### src/hw/rtl/accel_scheduled_gain_macros.svh
// ----------------------------------------------------------------------------
// accel_scheduled_gain assertion macros
// clocked assertion helpers used by accel_scheduled_gain.sv
// ----------------------------------------------------------------------------
`ifndef ACCEL_SCHEDULED_GAIN_MACROS_SVH
`define ACCEL_SCHEDULED_GAIN_MACROS_SVH

// same-cycle implication, disabled during reset
`define ASG_ASSERT_IMP(lbl, ante, cons, msg) \
	lbl: assert property (@(posedge clk) disable iff (!arst_n) (ante) |-> (cons)) \
		else $error(msg);

// next-cycle implication, disabled during reset
`define ASG_ASSERT_NXT(lbl, ante, cons, msg) \
	lbl: assert property (@(posedge clk) disable iff (!arst_n) (ante) |=> (cons)) \
		else $error(msg);

`endif

### src/hw/rtl/asg_pkg.sv
// ----------------------------------------------------------------------------
// asg_pkg
// shared types and constants of the acceleration scheduled gain block
// ----------------------------------------------------------------------------
package asg_pkg;

	// divider sizes
	localparam int DIV_DVD_W = 48;
	localparam int DIV_DSR_W = 32;
	localparam int DIV_CNT_W = $clog2(DIV_DVD_W);

	// square root sizes
	localparam int SQ_RAD_W  = 64;
	localparam int SQ_ROOT_W = SQ_RAD_W / 2;
	localparam int SQ_CNT_W  = $clog2(SQ_ROOT_W);

	localparam logic [31:0] US_PER_S = 32'd1000000;
	localparam logic [16:0] ONE_Q16  = 17'h10000;

	// register indexes
	localparam logic [2:0] REG_GAIN_FLOOR   = 3'd0;
	localparam logic [2:0] REG_GAIN_CEILING = 3'd1;
	localparam logic [2:0] REG_LOW_THRESH   = 3'd2;
	localparam logic [2:0] REG_HIGH_THRESH  = 3'd3;
	localparam logic [2:0] REG_ACCEL_LIMIT  = 3'd4;
	localparam logic [2:0] REG_FILT_WEIGHT  = 3'd5;

	// status of an iterative unit
	typedef struct packed {
		logic busy;
		logic done;
	} asg_unit_sts_t;

endpackage

### src/hw/rtl/asg_isqrt.sv
// ----------------------------------------------------------------------------
// asg_isqrt
// digit by digit integer square root, one root bit per cycle
// ----------------------------------------------------------------------------
module asg_isqrt (
	input  logic                                 clk,
	input  logic                                 arst_n,
	input  logic                                 start,
	input  logic [asg_pkg::SQ_RAD_W-1:0]         radicand,
	output asg_pkg::asg_unit_sts_t               sts,
	output logic [asg_pkg::SQ_ROOT_W-1:0]        root
);
	import asg_pkg::*;

	logic                  run_q, done_q;
	logic [SQ_CNT_W-1:0]   cnt_q;
	logic [SQ_RAD_W-1:0]   rad_q;
	logic [SQ_ROOT_W-1:0]  root_q;
	logic [SQ_ROOT_W+1:0]  rem_q;
	logic [SQ_ROOT_W+3:0]  rem_sh, trial, diff;
	logic                  ge;

	always_comb begin
		rem_sh = {rem_q, rad_q[SQ_RAD_W-1:SQ_RAD_W-2]};
		trial  = {2'b00, root_q, 2'b01};
		ge     = rem_sh >= trial;
		diff   = rem_sh - trial;
	end

	always_ff @(posedge clk or negedge arst_n) begin
		if (!arst_n) begin
			run_q  <= 1'b0;
			done_q <= 1'b0;
			cnt_q  <= '0;
		end else begin
			done_q <= 1'b0;
			if (start) begin
				run_q <= 1'b1;
				cnt_q <= '0;
			end else if (run_q) begin
				cnt_q <= cnt_q + 1'b1;
				if (cnt_q == SQ_CNT_W'(SQ_ROOT_W - 1)) begin
					run_q  <= 1'b0;
					done_q <= 1'b1;
				end
			end
		end
	end

	always_ff @(posedge clk) begin
		if (start) begin
			rad_q  <= radicand;
			root_q <= '0;
			rem_q  <= '0;
		end else if (run_q) begin
			rad_q  <= {rad_q[SQ_RAD_W-3:0], 2'b00};
			rem_q  <= ge ? diff[SQ_ROOT_W+1:0] : rem_sh[SQ_ROOT_W+1:0];
			root_q <= {root_q[SQ_ROOT_W-2:0], ge};
		end
	end

	assign sts.busy = run_q;
	assign sts.done = done_q;
	assign root     = root_q;

endmodule

### config.mk
export PLATFORM = sky130hd
export DESIGN_NAME = asg_isqrt
export DESIGN_NICKNAME = d
export VERILOG_FILES = /design/src/hw/rtl/accel_scheduled_gain_macros.svh /design/src/hw/rtl/asg_pkg.sv /design/src/hw/rtl/asg_isqrt.sv
export SDC_FILE = /design/constraint.sdc
export NUM_CORES = 1
export LEC_CHECK = 0
export BUFFER_PORTS_ARGS = -buffer_cell sky130_fd_sc_hd__buf_4
export CORE_MARGIN = 4
export CORE_UTILIZATION = 59
export DETAILED_ROUTE_END_ITERATION = 7
export PLACE_DENSITY_LB_ADDON = 0.2
export SYNTH_ARGS = -nofsm -noshare
export SYNTH_HDL_FRONTEND = slang
export SYNTH_SLANG_ARGS = --single-unit
### constraint.sdc
create_clock -name clk -period 3.09 [get_ports clk]
set_clock_uncertainty 0.1 [all_clocks]
set_input_delay 0.1545 -clock clk [delete_from_list [all_inputs] [get_ports clk]]
set_output_delay 0.1545 -clock clk [all_outputs]
set_load 0.1 [all_outputs]
Word level (Yosys, flattened, before mapping):

Cells that the tools add are included.

* flip-flop bits (word level): 137
* latch bits: 0
* memory bits (writable): 0
* memory bits (read-only): 0
* input bits: 67
* output and inout bits: 34
* logic and storage cells: 22
* memories: 0

* $add $sub $neg: 2
* multiply operators: 0
* div/mod/pow operators: 0
* $lt $le $gt $ge: 1
* eq/ne operators: 1
* shifts and indexed selects: 0
* muxes and demuxes: 11
* bitwise logic cells: 0
* reductions and logical operators: 1

Operators by type and width (count)
* $mux 64: 2
* $ge 36x34->1: 1
* $mux 34: 1
* $sub 34x34->34: 1
* $mux 5: 2
* $mux 1: 6
* $add 5x1->5 const B: 1
* $eq 5x5->1 const B: 1
* $reduce_bool 2->1: 1

Longest topological paths before layout:

* depth in word-level cells: 4
* depth in mapped cells: 13
* mapped depth without buffers: 10

Least setup slack after synthesis:

No wires, ideal clock.

* path type: register to register
* from: reg root_q[16] (netlist: root[16])
* to: reg rem_q[29]
* library setup time: 0.117 ns
* arrival: 3.341 ns
* required time: 2.873 ns
* path slack: -0.469 ns
* cell stages (with the launch flop): 12
* buffers on the path: 1
* clock period less this slack: 3.559 ns
* cells stage by stage: dfxtp_1 > inv_1 > ha_1 > buf_2 > a2111oi_0 > o21ai_0 > a221oi_1 > o21a_1 > o311a_1 > nor3_1 > or3b_1 > a32o_1

* cells in the longest elaborated chain, start to end: 2
* elaborated cells between the ends (all ways): 3
* classes of those cells: add/sub: 1; order compare: 1; mux: 1

Ends and longest elaborated chain
* start, declared: line asg_isqrt.sv:18 `logic [SQ_ROOT_W-1:0] root_q;`
* start signal, assigned: line asg_isqrt.sv:58 `root_q <= {root_q[SQ_ROOT_W-2:0], ge};`
* $sub 34x34->34 or $ge 36x34->1 (tied branches): line asg_isqrt.sv:27, asg_isqrt.sv:26
* $mux 34 *: line asg_isqrt.sv:57 `rem_q <= ge ? diff[SQ_ROOT_W+1:0] : rem_sh[SQ_ROOT_W+1:0];`
* end signal, assigned: line asg_isqrt.sv:57
* end, declared: line asg_isqrt.sv:19 `logic [SQ_ROOT_W+1:0] rem_q;`

Mark *: on every way between the ends. The rest lies on a longest branch, timed or not.
A chain may end at the register's enable or synchronous reset.

Worst setup path after layout:

* from: reg root_q[26] (netlist: root[26])
* to: reg rem_q[5]

* cells in the longest elaborated chain, start to end: 2

Ends and longest elaborated chain
* $ge 36x34->1: line asg_isqrt.sv:26 `ge = rem_sh >= trial;`
* $mux 34: line asg_isqrt.sv:57

No other way between the ends.

==> flow_summary.ini <==
[yosys]
yosysTopAreaCellShare = 0.248
synth_area_leaders = edfxtp_1 (25%), dfxtp_1 (17%), mux2_2 (9.0%), ha_1 (5.8%), mux2i_1 (4.5%)
synth_edf_count = 64
synthesis.area_mm2 = 0.00776
syn_nets = 873
synth-async-reset-ratio = 0.0511
yosysMostFrequentCell = nor2_1
synth_ff_type = dfxtp_1
synth-seq-cells = 137
yosysTopAreaCell = edfxtp_1
synth.distinct_cells = 66
syn_avg_cell_area_um2 = 10.1
yosysSeqAreaShare = 0.440
ys_warn_count = 0
syn_inst = 770
synth_common_cells = nor2_1 (80), nand2_1 (74), dfxtp_1 (66)

[floorplan]
core_mm2 = 0.0128
die_w_um = 123
ioPinCount = 101
start_util = 0.608
row_count = 41
die_height_um = 123
die_area_mm2 = 0.0151

[place]
port_buffers = 100
place.gp.congestion = 0.896
dpl.hpwl_um = 12200
dpl_cell_area_mm2 = 0.00896

[timing]
setup_tns_ns = -0.122
hold-worst-slack_ns = 0.313
rsz0062_at_grt = true
setup_viol = 4
timing.final.crit_share = 1.02
period_needed_ns = 3.16
slew_headroom = 0.492
worstMarginPinSlew_ns = 0.755
slew_viol_final = 0
setup_ws_ns = -0.0655
fmax_mhz = 317
hold_viol = 0

[setup_path]
cpPeakStageDelay_ns = 0.46
path_cells = inv_1, ha_1, a21o_1, a21oi_2, o21ai_1, a221o_1, a311o_2, buf_4, o21ai_0, o211ai_1, a21oi_1
rrSetupSlack_ns = -0.07
timing.critical_path.buf_inv = 2
r2r_start = root[26]$_SDFFE_PP0P_
worst-setup-path-type = flip-flop to flip-flop
critPathCaptureType = flip-flop
reg2reg_depth = 11
crit_required_ns = 3.34
worstPathArrival_ns = 3.40
cp-start-kind = flip-flop
critPathTopFamily = compound AO/OA/AOI/OAI gates
worst_r2r_endpoint = rem_q[5]$_SDFFE_PP0P_
worstSetupStartpoint = root[26]$_SDFFE_PP0P_
crit_fanout = 5
crit_slowest_cell = a311o_2

[global_route]
globalRouteTotalUtil = 0.325
grt_pass1_wl_um = 37700
grt_max_degree = 65
grt_overflow = 0
antenna_found_initial = 0
grt_pass1_vias = 7147

[layout]
final_cell_area_mm2 = 0.0106
syn_to_final_growth_pct = 36.4
utilization = 0.828
antennaDiodeCount = 0
n_fill_cell = 619
layout-drive-gt1-share = 0.348
fin_nets = 1084

[routing]
wl_per_cell_um = 21.7
drt-vias-per-instance = 6.24
wl_um = 25300
ant_nets = 0
drt_pass1_iterations = 6
drc = 0
drtIter0Drc = 729
vias = 7278

[hold_path]
hold_path_class = input pin to flip-flop
min-delay-start = start
hold_path_depth = 2
whs_endpoint = rad_q[2]$_DFFE_PP_

[clock_tree]
cts_tree = done
root_buffer = clkbuf_16
clockBufferDepth = 2
cts_buffers = 17
clkTransAtPathRegs_ns = 0.06
insertion_delay_ns = 0.44
cts_max_level = 4
cts.sinks = 137

[pwr]
switching_share = 0.413
cellPowerDensity_mw_per_mm2 = 943
p_clk_frac = 0.190
p_switching_mw = 4.13
internal-power_mw = 5.85
p_comb_frac = 0.566
seqPwrFrac = 0.244
p_leak_nw = 4.54
ir_worst_vdd_mv = 0.656

[flow_run]
cap_violations = 0

[status]
run_status = finished, violations left
violations = setup timing
cell type report:
cell class                 count  area (um2)  share of cell area
sequential                   137        3500               0.330
clock inverter                10        73.8             0.00698
timing repair buffer         236        1980               0.187
multi-input combinational    544        4180               0.395
inverter                      45         169              0.0160
clock buffer                  22         464              0.0439
tap                          172         215              0.0203
placed cells by master, fill, tap and decap left out, types with 17 or more instances in the layout:
| cell | instances |
|---|---|
| a311oi_2 | 17 |
| clkbuf_16 | 17 |
| nand2_1 | 74 |
| buf_4 | 165 |
| ha_1 | 20 |
| mux2i_1 | 35 |
| dfxtp_1 | 36 |
| o21ai_0 | 20 |
| inv_1 | 44 |
| edfxtp_1 | 64 |
| nor2_1 | 80 |
| dlygate4sd3_1 | 66 |
| mux2_2 | 62 |
| a21oi_1 | 41 |
through the flow:
| stage | std cells | worst slack (ns) | total power [mW] |
|---|---|---|---|
| 3_5_place_dp | 1045 | -0.150 | 6.90 |
| 4_1_cts | 1147 | 0.0102 | 9.00 |
| 5_1_grt | 1166 | -0.270 | 10.5 |
| 2_1_floorplan | 770 | -0.0882 | 5.74 |
| 6_report | 1166 | -0.0655 | 9.98 |
| 3_3_place_gp | 1045 | 0.000444 | 6.78 |
logic make-up (layout without fill, tap and decap cells):
kind of cell	count (synthesis)	count (layout)	share of synthesized area
and+or+nand+nor	226	227	0.132
AOI/OAI and AO/OA	161	161	0.158
DFF	137	137	0.440
muxes	97	97	0.135
buffers and inverters	90	313	0.0509
adders and majority gates	36	36	0.0580
xor gates and xnor gates	23	23	0.0260
flip-flops by register name, indices dropped and copies added, names as in the netlist:
register  flops
rem_q        34
cnt_q         5
run_q         1
done_q        1
rad_q        64
root         32
power groups by stage:
stage	combinational (mW)	sequential (mW)	clock [mW]
final	5.65	2.43	1.90
after global routing	6.08	2.45	1.98
after CTS	4.76	2.36	1.87
after detailed placement	4.51	2.39	0
after global placement	4.40	2.38	0
after floorplan	3.30	2.44	0
timing repair:
item	CTS	global route
hold endpoints to repair	71	0
gates resized for setup	2	36
buffers inserted	3	19
endpoints found under the setup margin	27	27
hold buffers	66	0
pin swaps	2	17
gates cloned	1	0
layer usage:
layer	global-route usage	vias to the layer above	share of wire
met4	0.148	0	0.050
li1	-	3227	-
met5	0	-	0
met1	0.399	3455	0.38
met3	0.0857	116	0.092
met2	0.535	480	0.48
how the worst max path moves through the flow:
stage / cells after the start / slack (ns) / end
after CTS: 9 / 0.01 / rem_q[29]$_SDFFE_PP0P_
after global routing: 11 / -0.27 / rem_q[5]$_SDFFE_PP0P_
after global placement: 9 / 0.0004 / rem_q[28]$_SDFFE_PP0P_
after detailed placement: 10 / -0.15 / rem_q[28]$_SDFFE_PP0P_
after floorplan: 10 / -0.09 / rem_q[29]$_SDFFE_PP0P_
final: 11 / -0.07 / rem_q[5]$_SDFFE_PP0P_
Power figures use the tool's default switching activity.
