==> src/hw/rtl/accel_scheduled_gain_macros.svh <==
// ----------------------------------------------------------------------------
// accel_scheduled_gain assertion macros
// clocked assertion helpers used by accel_scheduled_gain.sv
// ----------------------------------------------------------------------------
`ifndef ACCEL_SCHEDULED_GAIN_MACROS_SVH
`define ACCEL_SCHEDULED_GAIN_MACROS_SVH

// same-cycle implication, disabled during reset
`define ASG_ASSERT_IMP(lbl, ante, cons, msg) \
	lbl: assert property (@(posedge clk) disable iff (!arst_n) (ante) |-> (cons)) \
		else $error(msg);

// next-cycle implication, disabled during reset
`define ASG_ASSERT_NXT(lbl, ante, cons, msg) \
	lbl: assert property (@(posedge clk) disable iff (!arst_n) (ante) |=> (cons)) \
		else $error(msg);

`endif

==> src/hw/rtl/asg_pkg.sv <==
// ----------------------------------------------------------------------------
// asg_pkg
// shared types and constants of the acceleration scheduled gain block
// ----------------------------------------------------------------------------
package asg_pkg;

	// divider sizes
	localparam int DIV_DVD_W = 48;
	localparam int DIV_DSR_W = 32;
	localparam int DIV_CNT_W = $clog2(DIV_DVD_W);

	// square root sizes
	localparam int SQ_RAD_W  = 64;
	localparam int SQ_ROOT_W = SQ_RAD_W / 2;
	localparam int SQ_CNT_W  = $clog2(SQ_ROOT_W);

	localparam logic [31:0] US_PER_S = 32'd1000000;
	localparam logic [16:0] ONE_Q16  = 17'h10000;

	// register indexes
	localparam logic [2:0] REG_GAIN_FLOOR   = 3'd0;
	localparam logic [2:0] REG_GAIN_CEILING = 3'd1;
	localparam logic [2:0] REG_LOW_THRESH   = 3'd2;
	localparam logic [2:0] REG_HIGH_THRESH  = 3'd3;
	localparam logic [2:0] REG_ACCEL_LIMIT  = 3'd4;
	localparam logic [2:0] REG_FILT_WEIGHT  = 3'd5;

	// status of an iterative unit
	typedef struct packed {
		logic busy;
		logic done;
	} asg_unit_sts_t;

endpackage

==> src/hw/rtl/asg_div.sv <==
// ----------------------------------------------------------------------------
// asg_div
// restoring unsigned divider, one quotient bit per cycle
// ----------------------------------------------------------------------------
module asg_div (
	input  logic                                 clk,
	input  logic                                 arst_n,
	input  logic                                 start,
	input  logic [asg_pkg::DIV_DVD_W-1:0]        dividend,
	input  logic [asg_pkg::DIV_DSR_W-1:0]        divisor,
	output asg_pkg::asg_unit_sts_t               sts,
	output logic [asg_pkg::DIV_DVD_W-1:0]        quotient
);
	import asg_pkg::*;

	logic                 run_q, done_q;
	logic [DIV_CNT_W-1:0] cnt_q;
	logic [DIV_DVD_W-1:0] dvd_q;
	logic [DIV_DSR_W-1:0] rem_q, dsr_q;
	logic [DIV_DSR_W:0]   rem_sh;
	logic [DIV_DSR_W+1:0] diff;
	logic                 ge;

	always_comb begin
		rem_sh = {rem_q, dvd_q[DIV_DVD_W-1]};
		diff   = {1'b0, rem_sh} - {2'b00, dsr_q};
		ge     = !diff[DIV_DSR_W+1];
	end

	always_ff @(posedge clk or negedge arst_n) begin
		if (!arst_n) begin
			run_q  <= 1'b0;
			done_q <= 1'b0;
			cnt_q  <= '0;
		end else begin
			done_q <= 1'b0;
			if (start) begin
				run_q <= 1'b1;
				cnt_q <= '0;
			end else if (run_q) begin
				cnt_q <= cnt_q + 1'b1;
				if (cnt_q == DIV_CNT_W'(DIV_DVD_W - 1)) begin
					run_q  <= 1'b0;
					done_q <= 1'b1;
				end
			end
		end
	end

	// quotient bits shift in where dividend bits leave
	always_ff @(posedge clk) begin
		if (start) begin
			dvd_q <= dividend;
			dsr_q <= divisor;
			rem_q <= '0;
		end else if (run_q) begin
			rem_q <= ge ? diff[DIV_DSR_W-1:0] : rem_sh[DIV_DSR_W-1:0];
			dvd_q <= {dvd_q[DIV_DVD_W-2:0], ge};
		end
	end

	assign sts.busy = run_q;
	assign sts.done = done_q;
	assign quotient = dvd_q;

endmodule

==> config.mk <==
export PLATFORM = sky130hd
export DESIGN_NAME = asg_div
export DESIGN_NICKNAME = d
export VERILOG_FILES = /design/src/hw/rtl/accel_scheduled_gain_macros.svh /design/src/hw/rtl/asg_pkg.sv /design/src/hw/rtl/asg_div.sv
export SDC_FILE = /design/constraint.sdc
export NUM_CORES = 1
export LEC_CHECK = 0
export BUFFER_PORTS_ARGS = -buffer_cell sky130_fd_sc_hd__buf_2
export CORE_MARGIN = 5
export CORE_UTILIZATION = 50
export CTS_CLUSTER_DIAMETER = 200
export DETAILED_ROUTE_END_ITERATION = 7
export PLACE_DENSITY_LB_ADDON = 0.1
export SYNTH_ARGS = -nofsm -noshare
export SYNTH_HDL_FRONTEND = slang
export SYNTH_SLANG_ARGS = --single-unit
==> constraint.sdc <==
create_clock -name clk -period 2.7 [get_ports clk]
set_clock_uncertainty 0.05 [all_clocks]
set_input_delay 0.135 -clock clk [delete_from_list [all_inputs] [get_ports clk]]
set_output_delay 0.135 -clock clk [all_outputs]
set_load 0.02 [all_outputs]
After elaboration in Yosys (flattened, before gate mapping)
Index checks and enable logic that the tools add are counted.
{"block": "classes", "n_eq_ne": 1, "muxes": 11, "n_addsub": 2, "reduce_logical": 2}
{"cell": "48-bit two-way mux", "n": 2}
{"cell": "33-bit by 32-bit subtractor with 34-bit output", "n": 1}
{"cell": "32-bit two-way mux", "n": 1}
{"cell": "6-bit two-way mux", "n": 2}
{"cell": "6-bit by 1-bit adder with 6-bit output (second input constant)", "n": 1}
{"cell": "6-bit == test (second input constant)", "n": 1}
{"cell": "1-bit two-way mux", "n": 6}
{"cell": "2-bit nonzero test", "n": 1}
{"cell": "1-bit zero test", "n": 1}
{"block": "word_totals", "out_inout_bits": 50, "elab_cells": 22, "ff_bits": 120, "input_bits": 83}

Longest topological paths before layout
{"block": "logic_depth", "word_depth": 4, "ltp_mapped": 12, "depth_no_buf": 11}

Worst setup path after synthesis
Ideal clock, no wire load.
{"block": "synth_timing", "kind": "flip-flop to flip-flop", "from": "register dvd_q[47], in the netlist quotient[47]", "to": "register rem_q[28]", "period_less_slack_ns": 2.905, "path_buffers": 0, "path_stages_with_launch": 12, "setup_time_ns": 0.091, "required_ns": 2.559, "path_slack_ns": -0.205, "arrival_ns": 2.764, "path_cell_list": "edfxtp_1 > inv_1 > ha_1 > fa_1 > nand2b_1 > a21oi_1 > o311ai_0 > a211oi_2 > nor2_1 > o31a_1 > mux2_4 > a311oi_1"}
{"block": "synth_via", "elab_chain_len": 2}
{"element": "from (decl)", "line": "asg_div.sv:18", "text": "logic [DIV_DVD_W-1:0] dvd_q;"}
{"element": "from (signal assigned)", "line": "asg_div.sv:53", "text": "dvd_q <= dividend;"}
{"element": "from (signal assigned)", "line": "asg_div.sv:58", "text": "dvd_q <= {dvd_q[DIV_DVD_W-2:0], ge};"}
{"element": "33-bit by 32-bit subtractor with 34-bit output", "line": "asg_div.sv:26", "text": "diff = {1'b0, rem_sh} - {2'b00, dsr_q};"}
{"element": "32-bit two-way mux", "line": "asg_div.sv:57", "text": "rem_q <= ge ? diff[DIV_DSR_W-1:0] : rem_sh[DIV_DSR_W-1:0];"}
{"element": "to (signal assigned)", "line": "asg_div.sv:57"}
{"element": "to (decl)", "line": "asg_div.sv:19", "text": "logic [DIV_DSR_W-1:0] rem_q, dsr_q;"}
Every way passes these cells.
A chain may end at the register's enable or synchronous reset.

Worst setup path after layout
{"block": "layout_timing", "from": "register rem_q[7]", "to": "register rem_q[28]"}
{"block": "layout_via", "elab_chain_len": 2}
{"element": "33-bit by 32-bit subtractor with 34-bit output", "line": "asg_div.sv:26"}
{"element": "32-bit two-way mux", "line": "asg_div.sv:57"}
Every way passes these cells.

==> reports/results.ini <==
[cts]
cts-htree-levels = 4
root_buffer = clkbuf_16
tritoncts = done
cts_sinks = 120
clk_pin_slew_ps = 60
cts_buffers = 17
clockBufferDepth = 2
clk-insertion-delay-late_ps = 430

[place]
gp_congestion = 0.926
portBuffers = 132
dp.cells = 960
dp_hpwl_mm = 11.8

[global_routing]
grt_use_total = 0.236
grt_overflow = 0
grt_pass1_vias = 6126
grt_max_degree = 67
grt_pass1_wl_mm = 30.2
grt_antenna_before_repair = 0

[route]
vias = 5946
drt_iter0_drc = 399
route.detailed.drc = 0
ant_nets = 0
wl_per_cell_um = 17.6
avgViaCountPerCell = 5.48
dr.pass1.iters = 5
wl_mm = 19.1

[timing]
period_share = 1.02
finalHoldViolCount = 0
setup_viol = 5
timing.setup.tns_ps = -133
fin_ws_ps = -54.3
fmax_mhz = 363
min_period_ps = 2750
worst_pin_slew_ps = 627
slew_violations = 0
slew_headroom = 0.582
rsz0062_at_grt = true

[synthesis]
synth-edff-count = 80
syn_area_per_cell_um2 = 10.8
synth_seq_cells = 120
synth-async-reset-ratio = 0.0667
seq_area_frac_synth = 0.483
synth_cell_type_count = 67
synth_nets = 741
synth_ff_type = edfxtp_1
netlist_area_um2 = 6710
synthCells = 624
ys.warnings.count = 0

[setup_path]
worstSetupPathType = register to register
critPathLaunch = rem_q[7]$_SDFFE_PP0P_
cp.required_ps = 2920
end_kind = register
cpMaxStageDelayCell = a2111o_1
crit_path_cell_trace = ha_1 > a21o_1 > buf_4 > a21oi_4 > nor2_2 > a21bo_4 > a2111o_1 > mux2_2 > mux2i_2 > a311oi_2
cp_max_fo = 5
reg2reg_from = rem_q[7]$_SDFFE_PP0P_
critPathLaunchType = register
crit_family = compound AO/OA/AOI/OAI gates
crit_arrival_ps = 2980
path_buf_inv = 1
ff2ff_setup_slack_ps = -50
cp_slowest_stage_delay_ps = 510

[worst_hold_path]
hold_path.class = input port to async pin

[final_layout]
n_antenna_cell = 0
nFillCells = 875
layout.cells.non_filler = 1086
final_core_util = 0.746
final_layout_size_suffix_gt1_frac = 0.411
area_growth_pct = 46.7
layout.nets = 1014

[power]
vdd_drop_max_v = 0.000480
p_per_area_nw_per_um2 = 835
power.leakage_uw = 0.00422

[floorplanning]
io_pins = 133
die_w_um = 126
core_area_um2 = 13200
rows = 42
start_util = 0.509
die_y_um = 126
dieArea_um2 = 15800

[flow_run]
cap_violations = 0

[outcome]
failed_checks = setup timing
status = finished with violations

==> cell families (layout without fill, tap and decap cells) <==
kind of cell	Yosys count	after routing	synth area share
XOR/XNOR	25	25	0.0326
buffers and inverters	74	360	0.0479
AO/OA/AOI/OAI	141	141	0.159
AND/OR/NAND/NOR	178	178	0.125
adder cells (fa/ha/maj)	34	34	0.0645
flip-flops	120	120	0.483
multiplexers	52	52	0.0874
==> metrics by stage <==
stage	setup WS [ps]	area (um^2)	total power, uW	hold WS (ps)
3_3_place_gp	-70.1	7940	5240	-72.9
4_1_cts	0.601	9440	7620	14.5
6_report	-54.3	9850	8220	27.2
3_5_place_dp	-121	7940	5310	-71.8
5_1_grt	-148	9850	8650	36.8
2_1_floorplan	-45.5	6770	4420	-211
==> worst paths after layout <==
path,end,depth (start not counted)
min in group clk,rem_q[1]$_SDFFE_PP0P_,2
max in group asynchronous,run_q$_DFF_PN0_,2
setup reg to reg,rem_q[28]$_SDFFE_PP0P_,10
setup / recovery,rem_q[28]$_SDFFE_PP0P_,10
hold reg to reg,rem_q[24]$_SDFFE_PP0P_,2
hold / removal,done_q$_DFF_PN0_,2
==> area by class of cell <==
cell class              instances  area, um^2  share of cell area
clock buffers                  22         484              0.0492
clock inverters                10        70.1             0.00712
inverters                      41         154              0.0156
multi-input cells             430        3550               0.360
flip-flops and latches        120        3250               0.330
well taps                     176         220              0.0224
repair buffers                287        2120               0.216
==> where the power goes <==
group | leakage [uW] | internal, uW | switching [uW]
clock | 0.000272 | 1270 | 847
combinational | 0.00276 | 1750 | 1840
sequential | 0.00119 | 2280 | 238
==> cell usage in the layout (no fill, tap or decap), drive strengths merged, types with 9 or more instances in the layout <==
master,netlist,routed
clkbuf,21,24
dfxtp,32,32
ha,33,33
xor2,10,10
nor2,45,45
nand3,14,14
a21oi,36,36
a311oi,24,24
buf,12,204
a21o,13,13
mux2,50,50
nand2b,9,9
edfxtp,80,80
dlygate4sd3,0,81
xnor2,15,15
o21ai,17,17
inv,41,41
nand2,66,66
==> routing by layer <==
layer | part of all wire | wire length [um] | GRT usage | up-vias
met5 | 0 | 0 | 0 | -
met4 | 0.022 | 425 | 0.0789 | 0
met3 | 0.071 | 1350 | 0.0745 | 28
met2 | 0.50 | 9480 | 0.407 | 204
met1 | 0.41 | 7840 | 0.279 | 2870
li1 | - | - | - | 2844
==> cell usage after synthesis, drive strengths merged (2+ instances only) <==
master / count / area share
edfxtp: 80 / 0.36
nand2: 66 / 0.037
mux2: 50 / 0.084
nor2: 45 / 0.025
inv: 41 / 0.023
a21oi: 36 / 0.030
ha: 33 / 0.062
dfxtp: 32 / 0.095
a311oi: 24 / 0.036
clkbuf: 21 / 0.012
o21ai: 17 / 0.013
xnor2: 15 / 0.020
nand3: 14 / 0.010
a21o: 13 / 0.015
buf: 12 / 0.013
xor2: 10 / 0.013
nand2b: 9 / 0.0084
dfrtp: 8 / 0.030
nand4: 8 / 0.0075
a211oi: 7 / 0.0086
nor3: 7 / 0.0052
and2: 5 / 0.0048
o211ai: 5 / 0.0056
or3: 5 / 0.0054
a21boi: 4 / 0.0045
nand4b: 4 / 0.0052
nor3b: 4 / 0.0045
o21bai: 4 / 0.0045
a211o: 3 / 0.0039
a31oi: 3 / 0.0028
and3: 3 / 0.0028
nand3b: 3 / 0.0034
o21a: 3 / 0.0034
o221ai: 3 / 0.0039
a41oi: 2 / 0.0026
mux2i: 2 / 0.0030
nor2b: 2 / 0.0019
o2111ai: 2 / 0.0026
o31a: 2 / 0.0026
o31ai: 2 / 0.0022
or2: 2 / 0.0019
==> flip-flops by register name, summed over array words and instances, names as in the netlist <==
name      count
cnt_q         6
done_q        1
run_q         1
quotient     48
dsr_q        32
rem_q        32
==> repair_timing <==
| action | 4_1_cts | 5_1_grt |
|---|---|---|
| setup endpoints to repair | 26 | 33 |
| gates resized for setup | 15 | 76 |
| pin swaps | 6 | 29 |
| hold endpoints to repair | 88 | 0 |
| hold buffers | 81 | 0 |
| buffers inserted | 4 | 6 |
| gates cloned | 0 | 3 |
Power figures use the tool's default switching activity.
